$ cat src/rtl/core/igpf_pkg.sv
`default_nettype none

package igpf_pkg;

  // item kinds carried on the input tuser
  typedef enum logic [1:0] {
    OP_BYTE = 2'd0,
    OP_TICK = 2'd1,
    OP_POP  = 2'd2,
    OP_READ = 2'd3
  } op_e;

  // function codes that mark a register read request
  localparam logic [7:0] FC_READ_HOLDING = 8'h03;
  localparam logic [7:0] FC_READ_INPUT   = 8'h04;

  // idle gap register after reset
  localparam logic [6:0] IDLE_TICKS_RESET = 7'd16;

  // slot ring geometry, fixed by the item field widths
  localparam int SLOT_COUNT   = 4;
  localparam int PACKET_BYTES = 256;
  localparam int STORE_AW     = $clog2(SLOT_COUNT * PACKET_BYTES);

  // result queue between front and back
  localparam int QDEPTH = 4;
  localparam int QAW    = $clog2(QDEPTH);
  localparam int QCW    = $clog2(QDEPTH + 1);

  // descriptor handed from front to back, one per accepted item
  typedef struct packed {
    logic       valid;
    op_e        op;
    logic       frame_closed;
    logic       packet_ready;
    logic [1:0] slot;
    logic [8:0] packet_length;
    logic       read_ok;
  } desc_t;

  // result item, last field in the lowest bits
  typedef struct packed {
    logic [1:0] pad;
    logic [7:0] read_data;
    logic       is_register_read;
    logic [8:0] packet_length;
    logic [1:0] slot;
    logic       packet_ready;
    logic       frame_closed;
  } result_t;

endpackage

`default_nettype wire

$ cat src/rtl/core/igpf_back.sv
`default_nettype none

module igpf_back
  import igpf_pkg::*;
(
  input  wire logic        clk_i,
  input  wire logic        rst_ni,
  input  wire desc_t       desc_i,
  input  wire logic [7:0]  rdata_i,
  output logic             credit_o,
  output logic             m_axis_tvalid,
  input  wire logic        m_axis_tready,
  output logic [23:0]      m_axis_tdata
);

  result_t        res;
  result_t        queue_q [QDEPTH];
  logic [QAW-1:0] wr_ptr_q, rd_ptr_q;
  logic [QCW-1:0] count_q;
  logic           push, pop;

  // finish the result with the memory read data
  always_comb begin
    res                  = '0;
    res.frame_closed     = desc_i.frame_closed;
    res.packet_ready     = desc_i.packet_ready;
    res.slot             = desc_i.slot;
    res.packet_length    = desc_i.packet_length;
    res.is_register_read = desc_i.packet_ready &&
                           ((rdata_i == FC_READ_HOLDING) || (rdata_i == FC_READ_INPUT));
    res.read_data        = (desc_i.op == OP_READ && desc_i.read_ok) ? rdata_i : 8'h00;
  end

  assign push = desc_i.valid;
  assign pop  = m_axis_tvalid && m_axis_tready;

  // room for one more item counting the one in flight
  assign credit_o = (count_q + QCW'(desc_i.valid)) < QCW'(QDEPTH);

  // result queue storage
  always_ff @(posedge clk_i) begin
    if (push) begin
      queue_q[wr_ptr_q] <= res;
    end
  end

  // queue pointers and fill level
  always_ff @(posedge clk_i or negedge rst_ni) begin
    if (!rst_ni) begin
      wr_ptr_q <= '0;
      rd_ptr_q <= '0;
      count_q  <= '0;
    end else begin
      if (push) begin
        wr_ptr_q <= wr_ptr_q + QAW'(1);
      end
      if (pop) begin
        rd_ptr_q <= rd_ptr_q + QAW'(1);
      end
      count_q <= count_q + QCW'(push) - QCW'(pop);
    end
  end

  assign m_axis_tvalid = (count_q != '0);
  assign m_axis_tdata  = 24'(queue_q[rd_ptr_q]);

endmodule

`default_nettype wire

$ cat config.mk
export PLATFORM = sky130hd
export DESIGN_NAME = igpf_back
export DESIGN_NICKNAME = d
export VERILOG_FILES = /design/src/rtl/core/igpf_pkg.sv /design/src/rtl/core/igpf_back.sv
export SDC_FILE = /design/constraint.sdc
export NUM_CORES = 1
export LEC_CHECK = 0
export ABC_AREA = 1
export BUFFER_PORTS_ARGS = -buffer_cell sky130_fd_sc_hd__buf_2
export CORE_MARGIN = 2
export CORE_UTILIZATION = 25
export DETAILED_ROUTE_END_ITERATION = 8
export HOLD_SLACK_MARGIN = 0.05
export PLACE_DENSITY = 0.39
export SYNTH_ARGS = -nofsm -noshare
export SYNTH_HDL_FRONTEND = slang
export SYNTH_SLANG_ARGS = --single-unit
$ cat constraint.sdc
create_clock -name clk_i -period 1.8 [get_ports clk_i]
set_input_delay 0.27 -clock clk_i [delete_from_list [all_inputs] [get_ports clk_i]]
set_output_delay 0.27 -clock clk_i [all_outputs]
set_load 0.02 [all_outputs]
[After elaboration in Yosys (flattened, before gate mapping)]
Memories as Yosys holds them, arrays and structs flattened.
Index checks and enable logic that the tools add are counted.
Word-level totals
  register bits after elaboration: 7
  bits in latches: 0
  bits in writable memories: 88
  memory bits (read-only): 0
  input bits: 28
  output and inout bits: 26
  word-level logic and storage cells: 20
  memories kept: 1
Cells by class
  add/sub/neg operators: 4
  multiply operators: 0
  div/mod/pow operators: 0
  $lt $le $gt $ge: 1
  equal/unequal tests: 3
  shifts and indexed selects: 0
  mux-type cells: 3
  bitwise logic cells: 0
  reduce and logical (&&, ||, !) cells: 5
Memories
  queue_q: depth 4, width 22, read ports 1, clocked after Yosys merged registers in 0, wr ports 1, line igpf_back.sv:17  | result_t queue_q [QDEPTH];
Operator list (count)
  $eq 8x2->1 const B: 1
  $eq 8x3->1 const B: 1
  $mux 8: 1
  $add 2x1->2 const B: 2
  $add 3x1->3: 1
  $logic_and 1x1->1: 3
  $lt 3x3->1 const B: 1
  $reduce_bool 3->1: 1
  $sub 3x1->3: 1
  $eq 2x2->1 const B: 1
  $mux 1: 2
  $logic_or 1x1->1: 1

[Logic depth before layout (Yosys ltp)]
  word-level depth: 3
  depth in mapped cells: 8
  gate-level depth less buffers: 8

[Worst setup path before layout]
No wires, ideal clock.
  path type: register to register
  from: register wr_ptr_q[0]
  to: memory queue_q[0][0] (netlist bit), enable pin
  library setup time: 377 ps
  arrival: 1112 ps
  slack: 311 ps
  stages on the path, launching flop included: 5
  buffers on the path: 0
  path through: dfrtp_1 > inv_1 > ha_1 > nand2_1 > inv_1
RTL lines
  start: declaration: line igpf_back.sv:18  | logic [QAW-1:0] wr_ptr_q, rd_ptr_q;
  start signal: assignment: line igpf_back.sv:55  | wr_ptr_q <= wr_ptr_q + QAW'(1);
  end: declaration: line igpf_back.sv:17
Straight into the memory's write port.

[Worst setup path after layout]
  from: register rd_ptr_q[0]
  to: output port m_axis_tdata[7]
Between the ends
  cells in the longest elaborated chain, start to end: 1
RTL lines
  start: declaration: line igpf_back.sv:18
  start signal: assignment: line igpf_back.sv:58  | rd_ptr_q <= rd_ptr_q + QAW'(1);
  $mem_v2 4x22
  end: declaration: line igpf_back.sv:13  | output logic [23:0] m_axis_tdata
Every way passes these cells.

==> impl_metrics.env <==
export IMPL_grt_pass1_vias=2542
export IMPL_finalWeightedCongestion=0.6784
export IMPL_post_dp_cell_area_sq_um=4608
export IMPL_clk_pin_slew_ns=0.06
export IMPL_crit_path_end_kind="output port"
export IMPL_crit_chain="buf_12 > nor2_1 > nor2_1 > o21ai_0 > nand2_1 > buf_4"
export IMPL_startpoint_type="flip-flop"
export IMPL_initial_core_util_pct=25.54
export IMPL_grt_first_pass_wirelength_mm=13.64
export IMPL_synthesis_area_sq_um=4043
export IMPL_outcome="complete, no violations"
export IMPL_synthTopCellsByArea="edfxtp_1 (65%), nand2_1 (7.8%), nor2_1 (5.3%), o21ai_0 (4.7%), dfrtp_1 (4.3%)"
export IMPL_crit_type="flip-flop to output port"
export IMPL_setup_tns_ns=0
export IMPL_syn2layout_area_growth_pct=22.59
export IMPL_ys_ff_latch=95
export IMPL_drive_gt1_share_pct=21.08
export IMPL_ys_seq_area_share_pct=69.70
export IMPL_cts_buffer_depth=2
export IMPL_routed_wl_mm=8.413
export IMPL_yosysTopAreaCellShare_pct=65.37
export IMPL_crit_path_max_fanout=39
export IMPL_max_freq_mhz=570.6
export IMPL_crit_slowest_cell="dfrtp_2"
export IMPL_finClkSkew_ns=0.006854
export IMPL_cp_required_ns=1.53
export IMPL_gr_usage_all_layers_pct=10.51
export IMPL_post_synth_num_cell_types=23
export IMPL_final_cell_mix="edfxtp_1 (88), nand2_1 (83), nor2_1 (56)"
export IMPL_synth_top_area_cell="edfxtp_1"
export IMPL_layout_nets=459
export IMPL_vias=2513
export IMPL_cp_data_arrival_time_ns=1.48
export IMPL_cts_sinks=95
export IMPL_die_area_sq_um=17200
export IMPL_firstDrtPassIters=4
export IMPL_antenna_found_initial=0
export IMPL_die_w_um=131.2
export IMPL_rsz0062_at_grt="true"
export IMPL_crit_family="flip-flops"
export IMPL_drv_cap=0
export IMPL_yosys_warnings=0
export IMPL_cts_buffers=9
export IMPL_setup_viol=0
export IMPL_hold_path_class="input pin to flip-flop"
export IMPL_diodes=0
export IMPL_coreArea_sq_um=15830
export IMPL_total_power_uw=8093
export IMPL_tritoncts="yes"
export IMPL_clk_latency_ns=0.34
export IMPL_critPathBufInv=2
export IMPL_p_per_area_nw_per_um2=1633
export IMPL_power_leakage_uw=0.002077
export IMPL_cts_root_buf="clkbuf_16"
export IMPL_n_fill_cell=1622
export IMPL_place_hpwl_mm=5.498
export IMPL_layout_commonest_cell="edfxtp_1"
export IMPL_fin_util_pct=31.31
export IMPL_placed_cells=625
export IMPL_ir_drop_mv=0.6830
export IMPL_grt_overflow=0
export IMPL_hold_viol_final=0
export IMPL_portBuffers=51
export IMPL_cp_slowest_stage_delay_ns=0.46
export IMPL_fin_crit_ns=1.753
export IMPL_ant_nets=0
export IMPL_final_cells=643
export IMPL_synth_avg_cell_area_sq_um=11.17
export IMPL_drtIter0Drc=174
export IMPL_drcViolationCount=0
export IMPL_via_per_inst=3.908
export IMPL_die_h_um=131.2
export IMPL_syn_inst=362
export IMPL_crit_top_cell="nor2_1"
export IMPL_grt_max_degree=40
export IMPL_fin_area_sq_um=4956
export IMPL_wl_per_cell_um=13.08
export IMPL_rows=46
export IMPL_period_share_pct=97.37
export IMPL_ios=54
export IMPL_cts_max_level=3
export IMPL_slew_violations=0
==> final cells by class <==
type                    instances  area, sq um  share of cell area [%]
inverters                      46        172.7                   3.484
flip-flops and latches         95         2819                   56.88
multi-input cells             205        938.4                   18.93
repair buffers                 66        493.0                   9.947
well taps                     216        270.3                   5.453
clock inverters                 6        37.54                  0.7574
clock buffers                   9        225.2                   4.544
==> Yosys cell counts (all sizes together) <==
cell / count
buf: 14
clkbuf: 3
conb: 1
dfrtp: 7
edfxtp: 88
ha: 8
inv: 46
nand2: 84
nand3: 4
nand3b: 1
nor2: 57
o21ai: 47
or2: 1
xor2: 1
==> logic make-up (layout without fill, tap and decap cells) <==
group	Yosys count	in the layout	synth area share [%]
DFF	95	95	69.70
and+or+nand+nor	147	147	13.93
xor gates and xnor gates	1	1	0.2167
adders and majority gates	8	8	2.476
AOI/OAI and AO/OA	47	47	6.097
other	1	2	0.09276
buffers and inverters	63	127	7.490
==> worst paths after layout <==
kind / startpoint / end / slack [ns] / cells after the start
setup / recovery: rd_ptr_q[0] / m_axis_tdata[7] / 0.05 / 6
hold / removal: desc_i[11] / queue_q[1][3] / 0.14 / 1
setup reg to reg: count_q[1] / count_q[2] / 0.33 / 8
hold reg to reg: rd_ptr_q[1] / rd_ptr_q[1] / 0.50 / 2
max in group asynchronous: rst_ni / rd_ptr_q[0] / 1.33 / 2
min in group asynchronous: rst_ni / count_q[1] / 0.29 / 2
==> registers in the layout, summed over array words and instances (netlist names) <==
register	cells
rd_ptr_q	2
queue_q	88
count_q	3
wr_ptr_q	2
==> what timing repair did <==
item,4_1_cts,5_1_grt
gates cloned,0,0
hold endpoints to repair,7,0
setup buffers,2,0
hold buffers,1,0
pin swaps,1,1
resized for setup,7,24
endpoints found under the setup margin,21,23
==> power by group <==
group	switching, uW	internal [uW]
Clock	780	922
Sequential	151	2920
Combinational	2070	1250
Total	3010	5090
==> through the flow <==
stage	setup slack [ns]	hold WS, ns
6_report	0.04738	0.1436
5_1_grt	-0.1058	0.1385
4_1_cts	-0.01433	0.1280
3_5_place_dp	0.2125	0.1227
2_1_floorplan	0.3113	-0.02559
3_3_place_gp	0.2149	0.1334
==> routing by layer <==
metal / global-route usage, % / up-vias / wire (um)
li1: - / 1299 / -
met1: 13.30 / 1160 / 3950
met4: 5.676 / 0 / 207
met3: 2.353 / 15 / 242
met2: 16.78 / 39 / 4012
met5: 0 / - / 0
(Power assumes the default switching activity.)
