`src/rtl/core/igpf_pkg.sv`:
```
`default_nettype none

package igpf_pkg;

  // item kinds carried on the input tuser
  typedef enum logic [1:0] {
    OP_BYTE = 2'd0,
    OP_TICK = 2'd1,
    OP_POP  = 2'd2,
    OP_READ = 2'd3
  } op_e;

  // function codes that mark a register read request
  localparam logic [7:0] FC_READ_HOLDING = 8'h03;
  localparam logic [7:0] FC_READ_INPUT   = 8'h04;

  // idle gap register after reset
  localparam logic [6:0] IDLE_TICKS_RESET = 7'd16;

  // slot ring geometry, fixed by the item field widths
  localparam int SLOT_COUNT   = 4;
  localparam int PACKET_BYTES = 256;
  localparam int STORE_AW     = $clog2(SLOT_COUNT * PACKET_BYTES);

  // result queue between front and back
  localparam int QDEPTH = 4;
  localparam int QAW    = $clog2(QDEPTH);
  localparam int QCW    = $clog2(QDEPTH + 1);

  // descriptor handed from front to back, one per accepted item
  typedef struct packed {
    logic       valid;
    op_e        op;
    logic       frame_closed;
    logic       packet_ready;
    logic [1:0] slot;
    logic [8:0] packet_length;
    logic       read_ok;
  } desc_t;

  // result item, last field in the lowest bits
  typedef struct packed {
    logic [1:0] pad;
    logic [7:0] read_data;
    logic       is_register_read;
    logic [8:0] packet_length;
    logic [1:0] slot;
    logic       packet_ready;
    logic       frame_closed;
  } result_t;

endpackage

`default_nettype wire

```
`src/rtl/core/igpf_front.sv`:
```
`default_nettype none

module igpf_front
  import igpf_pkg::*;
(
  input  wire logic                clk_i,
  input  wire logic                rst_ni,
  input  wire logic                cfg_we_i,
  input  wire logic [6:0]          cfg_wdata_i,
  input  wire logic                accept_i,
  input  wire op_e                 op_i,
  input  wire logic [7:0]          data_byte_i,
  input  wire logic [1:0]          read_slot_i,
  input  wire logic [7:0]          read_index_i,
  output logic                     ram_we_o,
  output logic [STORE_AW-1:0]      ram_waddr_o,
  output logic [7:0]               ram_wdata_o,
  output logic                     ram_re_o,
  output logic [STORE_AW-1:0]      ram_raddr_o,
  output desc_t                    desc_o
);

  localparam int SW  = $clog2(SLOT_COUNT);
  localparam int WCW = $clog2(PACKET_BYTES + 1);
  localparam logic [SW-1:0] LAST_SLOT = SW'(SLOT_COUNT - 1);

  logic [6:0]     idle_ticks_q;
  logic [WCW-1:0] wcount_q, wcount_d, wcount_eff;
  logic [SW-1:0]  head_q, head_d, tail_q, tail_d;
  logic [6:0]     idle_cnt_q, idle_cnt_d;
  logic           armed_q, armed_d;
  logic [WCW-1:0] slot_len_q [SLOT_COUNT];
  logic           len_we;
  desc_t          desc_q, desc_d;
  logic           read_ok;

  // idle gap register
  always_ff @(posedge clk_i or negedge rst_ni) begin
    if (!rst_ni) begin
      idle_ticks_q <= IDLE_TICKS_RESET;
    end else if (cfg_we_i) begin
      idle_ticks_q <= cfg_wdata_i;
    end
  end

  // byte position wraps back to the slot start once the slot is full
  assign wcount_eff = (int'(wcount_q) >= PACKET_BYTES) ? '0 : wcount_q;
  assign read_ok    = (int'(read_slot_i) < SLOT_COUNT) && (int'(read_index_i) < PACKET_BYTES);

  // classify the item, update framing state and issue the memory access
  always_comb begin
    wcount_d    = wcount_q;
    head_d      = head_q;
    tail_d      = tail_q;
    idle_cnt_d  = idle_cnt_q;
    armed_d     = armed_q;
    len_we      = 1'b0;
    ram_we_o    = 1'b0;
    ram_re_o    = 1'b0;
    ram_waddr_o = STORE_AW'(int'(head_q) * PACKET_BYTES + int'(wcount_eff));
    ram_wdata_o = data_byte_i;
    ram_raddr_o = STORE_AW'(int'(tail_q) * PACKET_BYTES + 1);
    desc_d       = '0;
    desc_d.valid = accept_i;
    desc_d.op    = op_i;
    if (accept_i) begin
      unique case (op_i)
        OP_BYTE: begin
          ram_we_o   = 1'b1;
          wcount_d   = wcount_eff + WCW'(1);
          idle_cnt_d = idle_ticks_q;
          armed_d    = 1'b1;
        end
        OP_TICK: begin
          if (armed_q) begin
            if (idle_cnt_q <= 7'd1) begin
              len_we              = 1'b1;
              head_d              = (head_q == LAST_SLOT) ? '0 : head_q + SW'(1);
              wcount_d            = '0;
              idle_cnt_d          = '0;
              armed_d             = 1'b0;
              desc_d.frame_closed = 1'b1;
            end else begin
              idle_cnt_d = idle_cnt_q - 7'd1;
            end
          end
        end
        OP_POP: begin
          if (head_q != tail_q) begin
            ram_re_o             = 1'b1;
            desc_d.packet_ready  = 1'b1;
            desc_d.slot          = 2'(tail_q);
            desc_d.packet_length = 9'(slot_len_q[tail_q]);
            tail_d               = (tail_q == LAST_SLOT) ? '0 : tail_q + SW'(1);
          end
        end
        OP_READ: begin
          ram_re_o       = read_ok;
          ram_raddr_o    = STORE_AW'(int'(read_slot_i) * PACKET_BYTES + int'(read_index_i));
          desc_d.read_ok = read_ok;
        end
        default: ;
      endcase
    end
  end

  // framing state
  always_ff @(posedge clk_i or negedge rst_ni) begin
    if (!rst_ni) begin
      wcount_q   <= '0;
      head_q     <= '0;
      tail_q     <= '0;
      idle_cnt_q <= '0;
      armed_q    <= 1'b0;
      desc_q     <= '0;
    end else begin
      wcount_q   <= wcount_d;
      head_q     <= head_d;
      tail_q     <= tail_d;
      idle_cnt_q <= idle_cnt_d;
      armed_q    <= armed_d;
      desc_q     <= desc_d;
    end
  end

  // recorded frame lengths
  always_ff @(posedge clk_i) begin
    if (len_we) begin
      slot_len_q[head_q] <= wcount_q;
    end
  end

  assign desc_o = desc_q;

endmodule

`default_nettype wire

```
`config.mk`:
```
export PLATFORM = sky130hd
export DESIGN_NAME = igpf_front
export DESIGN_NICKNAME = d
export VERILOG_FILES = /design/src/rtl/core/igpf_pkg.sv /design/src/rtl/core/igpf_front.sv
export SDC_FILE = /design/constraint.sdc
export NUM_CORES = 1
export LEC_CHECK = 0
export BUFFER_PORTS_ARGS = -buffer_cell sky130_fd_sc_hd__buf_2
export CELL_PAD_IN_SITES_DETAIL_PLACEMENT = 1
export CELL_PAD_IN_SITES_GLOBAL_PLACEMENT = 1
export CORE_MARGIN = 2
export CORE_UTILIZATION = 47
export DETAILED_ROUTE_END_ITERATION = 12
export GPL_TIMING_DRIVEN = 0
export PLACE_DENSITY_LB_ADDON = 0.1
export SETUP_SLACK_MARGIN = 0.02
export SLEW_MARGIN = 5
export SYNTH_ARGS = -nofsm -noshare
export SYNTH_HDL_FRONTEND = slang
export SYNTH_SLANG_ARGS = --single-unit
export TNS_END_PERCENT = 1
```
`constraint.sdc`:
```
create_clock -name clk_i -period 3.5 [get_ports clk_i]
set_clock_uncertainty 0.15 [all_clocks]
set_input_delay 0.175 -clock clk_i [delete_from_list [all_inputs] [get_ports clk_i]]
set_output_delay 0.175 -clock clk_i [all_outputs]
set_load 0.01 [all_outputs]
```
Yosys cells after proc, flatten, opt, wreduce, memory -nomap -nowiden
Memories as Yosys holds them, arrays and structs flattened. Index checks and enable logic that the tools add are counted.

Register bits after elaboration: 45. Memory bits (writable): 36. Input bits: 31. Memories: 1.

$add $sub $neg: 7. $lt $le $gt $ge: 2. Equal/unequal tests: 8. Multiplexer cells: 29. Reduce and logical (&&, ||, !) cells: 7.

Memories: slot_len_q (words 4, bits a word 9, read ports 1, clocked after Yosys merged registers in 0, wr ports 1, line igpf_front.sv:32) `logic [WCW-1:0] slot_len_q [SLOT_COUNT];`.

Operators by type and width (number): $mux 9 (3); $mux 12 (2); $mux 10 (2); $pmux 9 s2 (1); $mux 14 (1); $mux 7 (2); $pmux 7 s2 (1); $mux 1 (13); $add 10x1->10 const B (1); $add 10x8->10 (1); $add 10x9->10 (1); $add 9x1->9 const B (1); $ge 9x9->1 const B (1); $eq 2x2->1 const B (4); $reduce_and 4->1 (2); $le 7x1->1 const B (1); $sub 7x1->7 const B (1); $reduce_and 3->1 (2); $add 2x1->2 const B (2); $mux 2 (2); $ne 2x2->1 const B (2); $pmux 1 s2 (2); $eq 2x1->1 const B (1); $logic_not 2->1 (1); 3 further kinds (3).

Depth between registers and ports, before layout
Depth after elaboration: 7. Depth in mapped cells: 7. Gate-level depth less buffers: 6.

Least setup slack after synthesis
Ideal clock, no wire load.

Path kind: register to register. Start point: register wcount_q[8]. End point: register wcount_q[6]. Library setup time: 124 ps. Arrival: 1746 ps. Slack: 1480 ps. Stages on the path, launching flop included: 8. Path buffers: 1. Clock period less this slack: 2020 ps. Cell sequence: dfrtp_1 > clkbuf_1 > nor2b_1 > ha_1 > and3_1 > nand3_1 > and3_1 > a211o_1.

Cells in the longest elaborated chain, start to end: 4.

RTL lines: from (decl) (line igpf_front.sv:28) `logic [WCW-1:0] wcount_q, wcount_d, wcount_eff;`; from (signal assigned) (line igpf_front.sv:117) `wcount_q <= wcount_d;`; $ge 9x9->1 (line igpf_front.sv:47) `assign wcount_eff = (int'(wcount_q) >= PACKET_BYTES) ? '0 : wcount_q;`; $mux 9 (line igpf_front.sv:47); $add 9x1->9 (line igpf_front.sv:70) `wcount_d = wcount_eff + WCW'(1);`; $pmux 9 s2 (line igpf_front.sv:67) `unique case (op_i)`.

No other way between the ends. A chain may end at the register's enable or synchronous reset.

Worst setup path after layout
Start point: register idle_cnt_q[1]. End point: memory slot_len_q[1][3] in the netlist's numbering, enable pin.

Cells in the longest elaborated chain, start to end: 7.

RTL lines: from (decl) (line igpf_front.sv:30) `logic [6:0] idle_cnt_q, idle_cnt_d;`; from (signal assigned) (line igpf_front.sv:120) `idle_cnt_q <= idle_cnt_d;`; $le 7x1->1 (line igpf_front.sv:76) `if (idle_cnt_q <= 7'd1) begin`; $mux 1 (line igpf_front.sv:76); $mux 1 (line igpf_front.sv:75) `if (armed_q) begin`; $mux 1 (line igpf_front.sv:67); $mux 1 (line igpf_front.sv:66) `if (accept_i) begin`; $mux 1 (line igpf_front.sv:128) `if (len_we) begin`; $mux 1 (not written as such) (line igpf_front.sv:129) `slot_len_q[head_q] <= wcount_q;`; to (decl) (line igpf_front.sv:32).

No other way between the ends.

==> key figures <==
Final layout
  • Area delta synth->final: 20.91%
  • Nets: 393
  • Layout cells sized above 1: 33.80%
  • Fillers: between 700 and 800
  • # diodes: 0
  • Final instance area: 4348 µm²

Clock network
  • Clock sinks: 81
  • Setup bufs post-CTS: 0
  • Cts hold-fix bufs: 11
  • CTS tree: done
  • CTS H-tree depth: 3
  • Post_cts resized: 0
  • Num CTS Buffers: 9
  • Clk buf depth: 2
  • Clk pin slew, worst setup/hold paths: 0.09 ns
  • Clk Tree Root Cell: clkbuf_8
  • Clock Latency Late Sink: 0.35 ns

GRT
  • Vias in the first global route: 2583
  • Remaining global-route overflow: 0
  • Largest net degree at the start of global routing: 46
  • Global-route wire length before repair: 12970 µm
  • GRT Resource Usage Total: 20.20%
  • GR Layer Usage met1: 24.00%
  • Grt met3 use: between 4 and 5%
  • Gr busiest metal: met2
  • Initial antenna violation count: 0
  • GR Util met2: a little over a third

Critical path
  • Reg2Reg Setup Slack: 1.23 ns
  • Worst r2r dst: slot_len_q[1][3]
  • Critical R2R Launch: idle_cnt_q[1]
  • CP Data Required Time: between 3 and 4 ns
  • Crit Path Category: register to register
  • Crit path max fanout: 9
  • Worst Path Arrival: approximately 2.1 ns
  • Worst setup SP type: register
  • Worst r2r path cells: 6
  • Element type at the critical path end: register

Yosys
  • Mapped Nets: 303
  • Synth Cell Area: 3596 µm²
  • Dominant synthesized flop cell: dfrtp_1
  • Synth area leaders: dfrtp_1, edfxtp_1, mux4_2
  • FF+latch count, synth: 81
  • Most common cell in the netlist: dfrtp_1
  • Register area share after synthesis: 61.41%
  • Synth top cells by count: dfrtp_1, edfxtp_1, nor2b_1
  • FFs w/ async S/R, synth: between 50 and 60%
  • Number of synthesis warnings: 0
  • Post-synth EDFFs: 36
  • Synth cell types: between 50 and 60
  • Area share of the largest cell type after synthesis: a little under a third
  • Syn Area/Cell: between 10 and 15 µm²
  • Yosys top cell by area: dfrtp_1
  • Syn Inst Count: 263

STA
  • Setup ws final: 1.227 ns
  • Max Transition Viols Final: 0
  • Hold_ws: 0.1587 ns
  • Setup TNS: 0 ns
  • Final Cycle Share: 64.95%
  • Rel. slew slack: approximately a third
  • Final min period: about 2.3 ns
  • Final setup viols: 0
  • Slew @ Worst Pin: 1.027 ns
  • Max Freq: 439.9 MHz
  • Final Hold Viols: 0
  • RSZ-0062 raised after global routing: no

Power and ir drop
  • Clock power share: between 20% and 30%
  • VDD IR-drop max: 0.2131 mV
  • Switching portion of total power: 31.22%
  • Comb power frac: 23.7%
  • Psw: 0.7460 mW
  • Cell Pwr Density: roughly 550 nW/µm²
  • Internal cell power: 1.644 mW
  • Leak: 1.991 nW
  • Share of power burned in registers: 50.1%

Detailed routing
  • Drt via density: 5.311
  • DR iter-0 viols: between 60 and 70
  • Post-route ant nets: 0
  • Routed WL per cell: 16.99 µm
  • Via count: 2427
  • Routed Wire Length: roughly 7800 µm
  • DRC viols: 0
  • First-pass iteration count of the detailed router: 4

Place
  • Port bufs: 68
  • Setup WS pre-CTS: 1.196 ns
  • Dpl hpwl: 5434 µm
  • Final GP Congestion: roughly 0.8
  • DP Area: ~4000 µm²

Min path
  • Worst hold start: cfg_we_i
  • WHS Path Cells: 2
  • Worst Hold Class: primary input to register
  • Hold worst-path end: idle_ticks_q[3]

Floorplanning
  • Horiz. Die Dim: 91.47 µm
  • Die footprint: around 8400 µm²
  • FP Rows: 31
  • Initial core utilization: about half
  • I/O pins: 78
  • Die Height: around 91 µm
  • Core area: 7331 µm²

Status
  • Status: complete, no violations

Flow run
  • Max Cap Viol: 0
==> cell usage in the layout, fill, tap and decap left out, drive strengths merged, types with 8 or more instances in the layout <==
master	n
edfxtp	36
o21ai	10
mux4	9
dlygate4sd3	11
buf	82
and2	12
dfrtp	44
nand2	12
nor2	8
inv	15
ha	9
mux2	11
clkbuf	13
nor2b	17
==> stage by stage <==
step	std cells	utilization (%)	power, mW
final	457	59.31	2.390
after global routing	457	59.31	2.536
after CTS	457	59.31	2.427
after detailed placement	430	55.38	1.785
after global placement	430	55.38	1.757
after floorplan	263	-	1.586
==> worst max path at each step <==
stage,from,to,cells after the start
floorplan,wcount_q[8],wcount_q[6],7
global placement,idle_cnt_q[1],slot_len_q[3][4],6
detailed placement,idle_cnt_q[1],slot_len_q[0][4],6
CTS,idle_cnt_q[1],slot_len_q[0][1],6
global route,idle_cnt_q[1],slot_len_q[0][1],6
finish,idle_cnt_q[1],slot_len_q[1][3],6
==> kinds of logic (layout without fill, tap and decap cells) <==
| group | count (synthesis) | in the layout | share of synthesized area (%) |
|---|---|---|---|
| AO/OA/AOI/OAI | 35 | 35 | 7.307 |
| buffers and inverters | 30 | 125 | 4.314 |
| adder cells (fa/ha/maj) | 9 | 9 | 3.132 |
| flip-flops | 81 | 81 | 61.41 |
| XOR/XNOR | 3 | 3 | 0.7308 |
| other | 1 | 1 | 0.1043 |
| multiplexers | 20 | 20 | 9.081 |
| AND/OR/NAND/NOR | 84 | 84 | 13.92 |
==> critical path, stage by stage (launching register included) <==
cell and delay [ns]:
dfrtp_1 0.41, inv_1 0.10, ha_1 0.14, o21bai_1 0.14, nand3_1 0.16, nor3_4 0.33
and2_1 0.48
==> power groups by stage <==
| stage | Clock (mW) | Combinational, mW | Sequential, mW |
|---|---|---|---|
| 4_1_cts | 0.650 | 0.578 | 1.20 |
| 3_5_place_dp | 0 | 0.566 | 1.22 |
| 6_report | 0.626 | 0.566 | 1.20 |
| 3_3_place_gp | 0 | 0.546 | 1.21 |
| 2_1_floorplan | 0 | 0.392 | 1.19 |
| 5_1_grt | 0.682 | 0.638 | 1.22 |
==> registers in the layout (all words and copies together), names as in the netlist <==
register,cells
armed_q,1
desc_o,17
head_q,2
idle_cnt_q,7
idle_ticks_q,7
slot_len_q,36
tail_q,2
wcount_q,9
==> final cells by class <==
cell class              instances  area (µm²)  area share, %
clock inverters                 7       53.80          1.237
multi-input cells             152        1232          28.35
plain buffers                  18       110.1          2.532
flip-flops and latches         81        2208          50.79
well taps                      99       123.9          2.849
repair buffers                 79       450.4          10.36
clock buffers                   9       123.9          2.849
inverters                      12       45.04          1.036
==> routing by layer <==
layer  up-vias  wire length, µm
met5         -                0
met4         0              117
met3        10              318
met2        59             4241
met1      1227             3087
li1       1131                -
No activity file was read; power rests on OpenSTA's default activity.
